## src/design/delay_and_sum_beamformer_unit_defines.svh

```systemverilog
// assertion macros used by the beamformer rtl
`ifndef DELAY_AND_SUM_BEAMFORMER_UNIT_DEFINES_SVH
`define DELAY_AND_SUM_BEAMFORMER_UNIT_DEFINES_SVH

// same-cycle implication, disabled during reset
`define BFU_ASSERT_IMP(lbl, clk, rst_n, ante, cons, msg) \
    lbl: assert property (@(posedge clk) disable iff (!(rst_n)) (ante) |-> (cons)) \
        else $error(msg);

// next-cycle implication, disabled during reset
`define BFU_ASSERT_NXT(lbl, clk, rst_n, ante, cons, msg) \
    lbl: assert property (@(posedge clk) disable iff (!(rst_n)) (ante) |=> (cons)) \
        else $error(msg);

`endif

```

## src/design/bfu_pkg.sv

```systemverilog
// constants, types and register codes of the beamformer
`default_nettype none
package bfu_pkg;
    localparam int NUM_ELEMENTS = 128;
    localparam int NUM_SAMPLES  = 4096;
    localparam int MAX_PIXELS   = 64;

    localparam int STORE_DEPTH = NUM_ELEMENTS * NUM_SAMPLES;
    localparam int ADDR_W      = $clog2(STORE_DEPTH);
    localparam int EL_W        = (NUM_ELEMENTS > 1) ? $clog2(NUM_ELEMENTS) : 1;
    localparam int PIX_W       = $clog2(MAX_PIXELS);
    localparam int NPIX_W      = PIX_W + 1;

    // field widths
    localparam int STEP_W  = 16;
    localparam int PITCH_W = 12;
    localparam int RATE_W  = 24;
    localparam int NPCFG_W = 7;
    localparam int EIDX_W  = 7;
    localparam int SIDX_W  = 12;
    localparam int RF_W    = 16;
    localparam int Z_W     = 22;
    localparam int ZH_W    = Z_W + 1;
    localparam int MAG_W   = 23;
    localparam logic [MAG_W-1:0] MAG_MAX = '1;

    // datapath widths
    localparam int ACC_W   = RF_W + EL_W + 1;
    localparam int AX_W    = EL_W + 1 + PITCH_W;
    localparam int RAD_W   = (2 * ACC_W + 2 > 48) ? 2 * ACC_W + 2 : 48;
    localparam int ROOT_W  = RAD_W / 2;
    localparam int D_W     = ZH_W + 2;
    localparam int PROD_W  = D_W + RATE_W;
    localparam int SMP_SHIFT = 25;
    localparam int SMP_W   = PROD_W - SMP_SHIFT;

    // configuration port
    localparam int CFG_IDX_W  = 3;
    localparam int CFG_DATA_W = 24;
    localparam logic [CFG_IDX_W-1:0] CFG_PIXEL_STEP = 3'd0;
    localparam logic [CFG_IDX_W-1:0] CFG_PITCH      = 3'd1;
    localparam logic [CFG_IDX_W-1:0] CFG_RATE       = 3'd2;
    localparam logic [CFG_IDX_W-1:0] CFG_NUM_PIXELS = 3'd3;

    localparam logic CMD_LOAD  = 1'b0;
    localparam logic CMD_START = 1'b1;

    // command queue between front and back
    localparam int QUEUE_DEPTH = 4;
    localparam int Q_W         = $clog2(QUEUE_DEPTH);

    typedef enum logic {K_LOAD, K_START} t_kind;

    typedef struct packed {
        t_kind                kind;
        logic [ADDR_W-1:0]    addr;
        logic [2*RF_W-1:0]    data;
    } t_cmd;

    typedef struct packed {
        logic [STEP_W-1:0]  pixel_step_um;
        logic [PITCH_W-1:0] pitch_um;
        logic [RATE_W-1:0]  samples_per_um_q24;
        logic [NPCFG_W-1:0] num_pixels;
    } t_cfg;
endpackage
`default_nettype wire

```

## src/design/bfu_ifs.sv

```systemverilog
// item channels of the beamformer
`default_nettype none


interface bfu_in_if;
    import bfu_pkg::*;
    logic                     valid;
    logic                     ready;
    logic                     command;
    logic [EIDX_W-1:0]        element_index;
    logic [SIDX_W-1:0]        sample_index;
    logic signed [RF_W-1:0]   rf_real;
    logic signed [RF_W-1:0]   rf_imag;
    modport source (output valid, command, element_index, sample_index, rf_real, rf_imag,
                    input ready);
    modport sink   (input valid, command, element_index, sample_index, rf_real, rf_imag,
                    output ready);
endinterface

`default_nettype wire

```

## src/design/bfu_front.sv

```systemverilog
// front end: accepts items, classifies them and queues commands
`default_nettype none
module bfu_front (
    input  wire logic    i_clk,
    input  wire logic    i_rst_n,
    bfu_in_if.sink       i_in,
    output bfu_pkg::t_cmd o_cmd,
    output logic         o_cmd_valid,
    input  wire logic    i_cmd_pop
);
    import bfu_pkg::*;

    t_cmd             r_q [QUEUE_DEPTH];
    logic [Q_W-1:0]   r_wp;
    logic [Q_W-1:0]   r_rp;
    logic [Q_W:0]     r_cnt;
    logic             acc;
    logic             load_ok;
    logic             push;
    logic             pop;
    t_cmd             cmd;

    // classify the incoming item
    always_comb begin
        load_ok = (32'(i_in.element_index) < 32'(NUM_ELEMENTS))
                  && (32'(i_in.sample_index) < 32'(NUM_SAMPLES));
        cmd.kind = (i_in.command == CMD_START) ? K_START : K_LOAD;
        cmd.addr = ADDR_W'(ADDR_W'(i_in.element_index) * ADDR_W'(NUM_SAMPLES)
                   + ADDR_W'(i_in.sample_index));
        cmd.data = {i_in.rf_real, i_in.rf_imag};
    end

    assign i_in.ready  = (r_cnt != (Q_W+1)'(QUEUE_DEPTH));
    assign acc         = i_in.valid && i_in.ready;
    assign push        = acc && ((i_in.command == CMD_START) || load_ok);
    assign pop         = i_cmd_pop && o_cmd_valid;
    assign o_cmd_valid = (r_cnt != '0);
    assign o_cmd       = r_q[r_rp];

    // queue storage
    always_ff @(posedge i_clk) begin
        if (push) begin
            r_q[r_wp] <= cmd;
        end
    end

    // queue pointers
    always_ff @(posedge i_clk) begin
        if (!i_rst_n) begin
            r_wp  <= '0;
            r_rp  <= '0;
            r_cnt <= '0;
        end else begin
            if (push) begin
                r_wp <= Q_W'(r_wp + 1'b1);
            end
            if (pop) begin
                r_rp <= Q_W'(r_rp + 1'b1);
            end
            if (push && !pop) begin
                r_cnt <= r_cnt + 1'b1;
            end else if (pop && !push) begin
                r_cnt <= r_cnt - 1'b1;
            end
        end
    end
endmodule
`default_nettype wire

```

## src/flat_wrapper.sv

```systemverilog
// flat-port wrapper written by rule: the top's interface ports become plain ports
module bfu_front_flat import bfu_pkg::*;
  (i_clk, i_rst_n, o_cmd, o_cmd_valid, i_cmd_pop, i_in_valid, i_in_command, i_in_element_index, i_in_sample_index, i_in_rf_real, i_in_rf_imag, i_in_ready);
  bfu_in_if i_in_i ();
  input  wire logic i_clk;
  input  wire logic i_rst_n;
  output bfu_pkg::t_cmd o_cmd;
  output logic o_cmd_valid;
  input  wire logic i_cmd_pop;
  input wire logic [$bits(i_in_i.valid)-1:0] i_in_valid;
  input wire logic [$bits(i_in_i.command)-1:0] i_in_command;
  input wire logic [$bits(i_in_i.element_index)-1:0] i_in_element_index;
  input wire logic [$bits(i_in_i.sample_index)-1:0] i_in_sample_index;
  input wire logic [$bits(i_in_i.rf_real)-1:0] i_in_rf_real;
  input wire logic [$bits(i_in_i.rf_imag)-1:0] i_in_rf_imag;
  output wire logic [$bits(i_in_i.ready)-1:0] i_in_ready;
  assign i_in_i.valid = i_in_valid;
  assign i_in_i.command = i_in_command;
  assign i_in_i.element_index = i_in_element_index;
  assign i_in_i.sample_index = i_in_sample_index;
  assign i_in_i.rf_real = i_in_rf_real;
  assign i_in_i.rf_imag = i_in_rf_imag;
  assign i_in_ready = i_in_i.ready;
  bfu_front u_core (.i_clk(i_clk), .i_rst_n(i_rst_n), .i_in(i_in_i), .o_cmd(o_cmd), .o_cmd_valid(o_cmd_valid), .i_cmd_pop(i_cmd_pop));
endmodule
```

## config.mk

```make
export PLATFORM = sky130hd
export DESIGN_NAME = bfu_front_flat
export DESIGN_NICKNAME = d
export VERILOG_FILES = /design/src/design/delay_and_sum_beamformer_unit_defines.svh /design/src/design/bfu_pkg.sv /design/src/design/bfu_ifs.sv /design/src/design/bfu_front.sv /design/src/flat_wrapper.sv
export SDC_FILE = /design/constraint.sdc
export NUM_CORES = 1
export LEC_CHECK = 0
export ABC_AREA = 0
export BUFFER_PORTS_ARGS = -buffer_cell sky130_fd_sc_hd__buf_2
export CORE_MARGIN = 2
export CORE_UTILIZATION = 45
export CTS_BUF_LIST = sky130_fd_sc_hd__clkbuf_16
export DETAILED_ROUTE_END_ITERATION = 10
export GPL_ROUTABILITY_DRIVEN = 0
export SETUP_SLACK_MARGIN = 0.5
export SLEW_MARGIN = 40
export SYNTH_ARGS = -nofsm -noshare
export SYNTH_HDL_FRONTEND = slang
export SYNTH_SLANG_ARGS = --single-unit
```

## constraint.sdc

```tcl
create_clock -name i_clk -period 2.8 [get_ports i_clk]
set_input_delay 0.56 -clock i_clk [delete_from_list [all_inputs] [get_ports i_clk]]
set_output_delay 0.56 -clock i_clk [all_outputs]
set_load 0.02 [all_outputs]
```

# Word-level counts from Yosys, hierarchy flattened
# Memory sizes are Yosys's and may differ from the RTL's. A register that Yosys moved wholly into a read port is not among the register bits.
# Index checks and enable logic that the tools add are counted.
# op_classes
reduce_logical,8
add_sub_neg,5
n_eq_ne,1
muxes,7
# ops
op,n
$add A19 B12 Y19,1
$mux W3,2
$add A2 B1 Y2 const B,2
$logic_and A1 B1 Y1,4
$mux W2,2
$add A3 B1 Y3 const B,1
$mux W1,3
$ne A3 B3 Y1 const B,1
$reduce_bool A3 Y1,1
$sub A3 B1 Y3 const B,1
$logic_not A1 Y1,2
$reduce_bool A2 Y1,1
# totals
register_bits,7
in_bits,56
word_cells,25
ramBits,208
output_inout_bits,54
mem_count,1
# mem_list
name,words,width,rd,rd_clocked_by_memory_dff,wr,line_no,rtl
u_core.r_q,4,52,1,1,1,bfu_front.sv:13,t_cmd r_q [QUEUE_DEPTH];

# Depth between registers and ports, before layout
# Gate-level depths: netlist (run 1).
# logic_depth
ltp_word,6
ltp_mapped,8
depth_no_buf,8

# Least setup slack after synthesis (run 1)
# No wires, ideal clock.
# synth_timing
path_type,reg-to-reg
start,register u_core.r_cnt[0]
end,memory u_core.r_q[2][0] (netlist bit) (enable)
path_slack_ps,246
path_stages_with_launch,4
arrival_ps,2139
t_required_ps,2385
path_buffers,0
setup_ps,415
period_less_slack_ps,2554
cell_sequence,dfxtp_1 > nor2_1 > a21boi_2 > and2_1
# synth_between
elab_chain_len,4
# synth_rtl
item,line_no,rtl
from (decl),bfu_front.sv:16,logic [Q_W:0] r_cnt;
from (signal assigned),bfu_front.sv:61,r_cnt <= r_cnt + 1'b1;
from (signal assigned),bfu_front.sv:63,r_cnt <= r_cnt - 1'b1;
$ne A3 B3 Y1,bfu_front.sv:33,assign i_in.ready = (r_cnt != (Q_W+1)'(QUEUE_DEPTH));
$logic_and A1 B1 Y1,bfu_front.sv:34,assign acc = i_in.valid && i_in.ready;
net u_core.acc,bfu_front.sv:17,logic acc;
$mux W1,bfu_front.sv:42,if (push) begin
$mux W1 (implied by the code),bfu_front.sv:43,r_q[r_wp] <= cmd;
to (decl),bfu_front.sv:13,
# The timed path passes the listed nets, and every way through them passes these cells.

==> metrics.cfg, run 1 <==
[detailed_routing]
avgViaCountPerCell = 5.21
vias = 3676
drcViolationCount = 0
drtIter0Drc = 147
wire_per_inst_um = 20.9
dr.pass1.iters = 4
wirelength_mm = 14.7
ant_nets = 0

[layout]
register_area_um2 = 6430
final_common_cell = edfxtp_1
area_delta_synth_final_pct = 24.0
fin_nets = 526
fillCellCount = 1342
final_cell_mix = 208 x edfxtp_1, 73 x buf_2, 52 x mux4_2
instances_no_fill = 705
fin_util_pct = 57.4
fin_area_um2 = 9990
drive_gt1_share_pct = 47.3
antenna_cells = 0
multiInputGateArea_um2 = 1480

[setup_path]
r2r-start = u_core.r_cnt[2]
crit_path_max_fanout = 7
r2r_end = u_core.r_cnt[2]
required_ns = 2.24
regToRegSetupSlack_ns = 0.67
cp_cell_sequence = buf_4 > buf_12 > mux4_2 > buf_4
cpMostUsedCell = buf_4
reg2reg_depth = 7
worstPathArrival_ns = 1.86
critPathCaptureType = output pin
cp.buffers_inverters = 3
max_stage_delay_ns = 0.53
critPathLaunchType = register
path_delay_family = multiplexers
worstSetupPathType = register to output pin
cpMaxStageDelayCell = mux4_2

[synthesis]
syn_inst = 320
synth_seq_area_share_pct = 79.7
async_flop_share_pct = 0
yosys_register_bits = 217
syn_nets = 382
synth_cell_types = 24
netlist_area_um2 = 8060
synth_edf_count = 208
yosysWarnings = 0
synthFlopType = edfxtp_1
syn_area_per_cell_um2 = 25.2

[timing]
final.setup.worst_slack_ns = 0.380
max_freq_mhz = 413
tightest_slew_ns = 0.543
slew_headroom_pct = 63.8
final_hold_viol_count = 0
tns_ns = 0
post-route-period-util_pct = 86.4
finalSetupViolations = 0
drv_slew = 0
period_minus_slack_ns = 2.42
fin_worst_skew_ns = 0.0114
rsz0062_at_grt = true

[floorplan]
ios = 110
row_count = 48
die_h_um = 138
start_util_pct = 46.3
dieArea_um2 = 19000
chipWidth_um = 138
core_um2 = 17400

[flow_run]
drv_cap = 0

[clock_network]
cts.path.max_buffers = 3
worstSkewPairLatency_ns = 0.49
hold_buffers = 0
cts_max_level = 1
cts_made_buffers = 23
clkSinkCount = 217
cts_tree = yes
path_clk_slew_ns = 0.06
cts_root_buf = clkbuf_16

[grt]
grt_max_degree = 34
track_usage_pct = 15.5
grt_antenna_before_repair = 0
first_global_vias = 3873
grt_pass1_wl_mm = 21.5
overflow = 0

[worst_hold_path]
hp-start = i_in_rf_real[14]
worstHoldPathType = input port to register
hold_end = u_core.r_q[2][30]
whs_path_depth = 1

[power]
power_density_nw_per_um2 = 992
power.leakage_nw = 3.41
ir_drop_mv = 0.571

[placed_design]
dp_slack_ns = 0.367
place_hpwl_mm = 8.40
post_dp_cell_area_um2 = 8880
dp_cells = 655
port_buffers = 109

[status]
run_status = finished clean

## worst max-delay path by stage
stage               depth (start not counted)  slack [ns]              end
floorplan                                   8        0.60  u_core.r_cnt[2]
global placement                            8        0.45  u_core.r_cnt[2]
detailed placement                          8        0.37  u_core.r_cnt[2]
CTS                                         3        0.31        o_cmd[17]
global route                                4        0.31        o_cmd[48]
finish                                      4        0.38        o_cmd[48]
## power breakdown
group	total, mW	switching, mW	internal (mW)	leakage (nW)
logic	2.91	1.43	1.48	1.07
registers	4.07	0.117	3.95	1.98
clock network	2.93	1.16	1.77	0.364
total	9.91	2.71	7.20	3.41
## metrics by stage
step                total power, mW  hold slack, ns
global placement               6.48           0.483
finish                         9.91           0.277
CTS                            9.55           0.250
floorplan                      5.85           0.468
global route                   10.4           0.260
detailed placement             6.52           0.503
## synthesized netlist by cell type (3+ instances only)
cell	count	area [µm²]
edfxtp_1	208	6250
buf_12	5	100
xnor2_1	3	26.3
buf_2	5	25.0
dfxtp_1	9	180
mux2i_1	3	30.0
inv_1	3	11.3
ha_1	5	62.6
and2_1	8	50.1
mux4_2	50	1130
nand2_1	5	18.8
## cells by family after synthesis
family | after synthesis | share of synthesized area [%]
AO/OA/AOI/OAI | 5 | 0.761
XOR/XNOR | 4 | 0.435
adder cells (fa/ha/maj) | 6 | 1.02
buffers and inverters | 16 | 1.92
flip-flops | 217 | 79.7
multiplexers | 55 | 15.0
AND/OR/NAND/NOR | 17 | 1.13
## flip-flops by register name, summed over array words and instances (netlist names), named ones only
name,flops
u_core.r_q,208
u_core.r_cnt,3
u_core.r_rp,2
u_core.r_wp,2
## routing by layer
metal / global-route usage [%] / part of all wire (%) / wire length (µm) / up-vias
li1: - / - / - / 1644
met1: 21.7 / 44 / 6550 / 1922
met2: 24.5 / 47 / 6980 / 89
met3: 3.79 / 6.7 / 986 / 21
met4: 4.31 / 1.6 / 229 / 0
met5: 0 / 0 / 0 / -
## layout make-up
type	instances	area share, %
sequential	217	64.4
multi-input combinational	87	14.8
timing repair buffer	132	10.5
clock buffer	23	5.76
tap	225	2.82
clock inverter	18	1.63
inverter	3	0.113
## timing repair
| item | 4_1_cts | 5_1_grt |
|---|---|---|
| cloned | 0 | 2 |
| resized for setup | 5 | 89 |
| setup endpoints to repair | 53 | 52 |
| buffers inserted | 4 | 3 |
| hold endpoints to repair | 0 | 0 |
| pin swaps | 1 | 0 |
(Power assumes the default switching activity.)
==> run 2, diff against run 1 <==
==> constraint.sdc (replaced) <==
create_clock -name i_clk -period 2.8 [get_ports i_clk]
set_input_delay 0.14 -clock i_clk [delete_from_list [all_inputs] [get_ports i_clk]]
set_output_delay 0.14 -clock i_clk [all_outputs]
set_load 0.02 [all_outputs]
==> metrics.cfg, run 2 (synthesis results as in run 1) <==
[status]
run_status = finished clean

[timing]
rsz0062_at_grt = false
post-route-period-util_pct = 77.7
tns_ns = 0
final_hold_viol_count = 0
finalSetupViolations = 0
hold_slack_ns = 0.103
drv_slew = 0
period_minus_slack_ns = 2.17
max_freq_mhz = 460
tightest_slew_ns = 0.544
slew_headroom_pct = 63.8
fin_worst_skew_ns = 0.0111

[floorplan]
ios = 110
core_um2 = 17400
dieArea_um2 = 19000
chipWidth_um = 138
die_h_um = 138
start_util_pct = 46.3
row_count = 48

[clock_network]
cts.path.max_buffers = 3
clkSinkCount = 217
cts_max_level = 1
cts_tree = yes
worstSkewPairLatency_ns = 0.48
cts_root_buf = clkbuf_16
cts_made_buffers = 22
path_clk_slew_ns = 0.06

[detailed_routing]
ant_nets = 0
dr.pass1.iters = 4
vias = 3805
drtIter0Drc = 222
wirelength_mm = 14.5
wire_per_inst_um = 19.4
drcViolationCount = 0
avgViaCountPerCell = 5.09

[worst_hold_path]
worstHoldPathType = input port to register
whs_path_depth = 4

[setup_path]
worstPathArrival_ns = 2.03
worstSetupPathType = register to output pin
reg2reg_depth = 7
critPathLaunchType = register
crit_path_max_fanout = 36
required_ns = 2.66
critPathCaptureType = output pin

[power]
pwr-share-clk_pct = 28.3
power.leakage_nw = 3.47
power_report.internal_total_mw = 6.48
ir_drop_mv = 0.562
sequentialPowerShare_pct = 45.4
p_sw_share_pct = 28.1
power_density_nw_per_um2 = 897
power_frac_comb_pct = 26.3
netSwitchingPower_mw = 2.54

[layout]
largest_registers = u_core.r_q (208), u_core.r_cnt (3)
final_cell_mix = 208 x edfxtp_1, 109 x buf_2, 53 x dlygate4sd3_1
multiInputGateArea_um2 = 1490
register_area_um2 = 6440
largest_register_ff_count = 208
top_register = u_core.r_q
drive_gt1_share_pct = 40.8
final_common_cell = edfxtp_1
fillCellCount = 1328
area_delta_synth_final_pct = 24.9
fin_nets = 569
antenna_cells = 0

[flow_run]
drv_cap = 0

[grt]
overflow = 0
grt_max_degree = 37
grt_pass1_wl_mm = 22.4
grt_antenna_before_repair = 0
track_usage_pct = 15.7
first_global_vias = 4236

[placed_design]
place_hpwl_mm = 8.68
port_buffers = 109

-- run 2: cell types whose count changed in the layout (fill, tap and decap cells not counted), sizes merged --
cell and delta:
inv +4, clkbuf -2, buf -7, clkinvlp -2, dlygate4sd3 +53, clkinv -1, bufinv -3
-- run 2: timing repair --
action                                 in CTS  in global routing
buffers inserted                            3                  0
endpoints found under the hold margin     216                  0
hold buffers                               53                  0
setup endpoints to repair                  36                  1
resized for setup                           0                  7
pin swaps                                   1                  0
gates cloned                                0                  0
-- run 2: final timing paths --
check                                       end  slack, ns       startpoint
worst max-delay path                   o_cmd[2]       0.63         register
worst min-delay path                   register       0.10        i_cmd_pop
worst max register to register  u_core.r_cnt[2]       0.64  u_core.r_cnt[2]
worst min register to register   u_core.r_wp[1]       0.50   u_core.r_wp[1]
-- run 2: stage by stage --
step,total power [mW],instance area [µm²],setup WS [ns],util [%],instances
detailed placement,6.50,8860,0.257,50.9,652
CTS,9.15,10100,0.458,57.7,747
finish,9.03,10100,0.625,57.8,747
global route,9.46,10100,0.520,57.8,747
floorplan,5.85,8070,0.595,-,320
global placement,6.45,8860,0.485,50.9,652
-- run 2: worst max-delay path, cell delays in order (launching register included) --
cell and delay [ns]:
dfxtp_2 0.67, buf_12 0.32, mux4_2 0.36, buf_2 0.18
-- run 2: final cells by class --
class                   instances  share of cell area, %
repair buffers                176                   12.0
flip-flops and latches        217                   64.0
well taps                     225                   2.80
clock buffers                  23                   5.72
inverters                       3                  0.112
clock inverters                16                  0.646
multi-input cells              87                   14.8
-- run 2: metal layers --
metal / GRT usage, % / part of all wire (%) / vias to the layer above
met5: 0 / 0 / -
met4: 3.57 / 1.0 / 0
met3: 3.46 / 5.8 / 12
met2: 27.1 / 50 / 99
met1: 20.6 / 43 / 1963
li1: - / - / 1731
-- run 2: power groups by stage --
| stage | registers [mW] | clock network, mW | logic, mW |
|---|---|---|---|
| after floorplan | 4.09 | 0 | 1.76 |
| after global placement | 4.20 | 0 | 2.25 |
| after detailed placement | 4.23 | 0 | 2.27 |
| after CTS | 4.10 | 2.62 | 2.43 |
| after global routing | 4.14 | 2.76 | 2.57 |
| final | 4.10 | 2.55 | 2.37 |
==> run 3, diff against run 2 <==
Settings changed: PLACE_DENSITY from default to 0.67.
Clock period 2.8 ns to 1.76 ns, I/O delays scaled along.
==> metrics.cfg, run 3 (synthesis results as in run 1) <==
[floorplan]
dieArea_um2 = 19000
row_count = 48
ios = 110
start_util_pct = 46.3
die_h_um = 138
chipWidth_um = 138
core_um2 = 17400

[layout]
drive_gt1_share_pct = 51.6
area_delta_synth_final_pct = 51.5
fin_nets = 665
largest_registers = u_core.r_q (208), u_core.r_cnt (3)
top_register = u_core.r_q
largest_register_ff_count = 208
fin_util_pct = 70.1
final_cell_mix = 208 x edfxtp_1, 79 x buf_6, 62 x buf_2
fillCellCount = 1081
final_common_cell = edfxtp_1

[timing]
drv_slew = 0
fin_worst_skew_ns = 0.0129
tightest_slew_ns = 0.266
post-route-period-util_pct = 113
final.setup.worst_slack_ns = -0.226
max_freq_mhz = 503
final_hold_viol_count = 0
hold_slack_ns = 0.0789
rsz0062_at_grt = true
finalSetupViolations = 152
period_minus_slack_ns = 1.99
slew_headroom_pct = 82.3

[detailed_routing]
wire_per_inst_um = 21.8
wl_met2_mm = 9.47
drtIter0Drc = 239
wirelength_mm = 18.4
ant_nets = 0
avgViaCountPerCell = 5.12
wl_met1_mm = 7.58
top_layer_used = met4
dr.pass1.iters = 6
dr_wl_met3_um = 938
vias = 4321
drcViolationCount = 0

[setup_path]
worstSetupPathType = register to output pin
critPathLaunchType = register
worstPathArrival_ns = 1.90
critPathCaptureType = output pin
crit_path_max_fanout = 5
required_ns = 1.67

[clock_network]
cts.path.max_buffers = 3
cts_max_level = 1
cts_root_buf = clkbuf_16
worstSkewPairLatency_ns = 0.51
cts_made_buffers = 23
clkSinkCount = 217
cts_tree = yes
path_clk_slew_ns = 0.05

[grt]
grt_pass1_wl_mm = 27.1
grt_antenna_before_repair = 1
grt_max_degree = 33
track_usage_pct = 19.7
first_global_vias = 4555
overflow = 0

[status]
run_status = complete, but fails checks
violations = setup timing

[placed_design]
port_buffers = 109
place_hpwl_mm = 8.57

[power]
power_density_nw_per_um2 = 1390
ir_drop_mv = 0.864
power.leakage_nw = 4.39

[flow_run]
drv_cap = 0

[worst_hold_path]
worstHoldPathType = input port to register

## run 3: cell count changes in the layout (fill, tap and decap cells not counted), sizes merged
cell and change:
buf +91, clkbuf +4, clkinv +2, diode +1, inv -1
## run 3: through the flow
stage / cells / setup TNS (ns) / worst slack [ns] / total power, mW / instance area, µm²
after floorplan: 320 / -13.28 / -0.0636 / 9.39 / 8110
after global placement: 662 / -0.0263 / -0.0263 / 10.5 / 9100
after detailed placement: 662 / -0.0897 / -0.0897 / 10.6 / 9100
after CTS: 829 / -12.29 / -0.241 / 16.8 / 11900
after global routing: 843 / -24.00 / -0.283 / 17.7 / 12200
final: 844 / -14.57 / -0.226 / 17.0 / 12200
## run 3: layout make-up
type	count	area, µm²	share of cell area [%]
flip-flops and latches	217	6440	52.7
repair buffers	271	3270	26.8
multi-input cells	87	1550	12.7
clock buffers	23	576	4.71
well taps	225	282	2.31
clock inverters	17	75.1	0.615
inverters	3	11.3	0.0922
diodes	1	2.50	0.0205
## run 3: path summary, 6_finish.rpt
path | startpoint | endpoint | cells after the start | slack [ns]
setup / recovery | register | o_cmd[13] | 5 | -0.23
hold / removal | i_cmd_pop | register | 4 | 0.08
setup reg to reg | u_core.r_cnt[1] | u_core.r_q[1][6] | 10 | -0.13
hold reg to reg | u_core.r_wp[1] | u_core.r_wp[1] | 2 | 0.51
## run 3: power breakdown
group	internal [mW]	total (mW)	switching [mW]
registers	6.29	6.51	0.219
clock network	2.36	4.22	1.86
logic	3.61	6.29	2.69
total	12.3	17.0	4.77
## run 3: critical path, cell delays in order (launching register included)
cell,delay [ns]
dfxtp_4,0.40
buf_12,0.14
buf_6,0.10
buf_6,0.10
mux4_2,0.51
buf_6,0.15
## run 3: metal layers
metal	GRT usage (%)	vias up
met1	26.2	2229
met3	3.83	31
met2	33.6	119
met4	5.44	0
li1	-	1942
met5	0	-
## run 3: repair_timing
item / in CTS / in global routing
endpoints found under the setup margin: 265 / 269
hold buffers: 53 / 0
hold endpoints to repair: 217 / 0
cloned: 26 / 4
resized for setup: 149 / 24
pin swaps: 4 / 3
setup buffers: 48 / 10
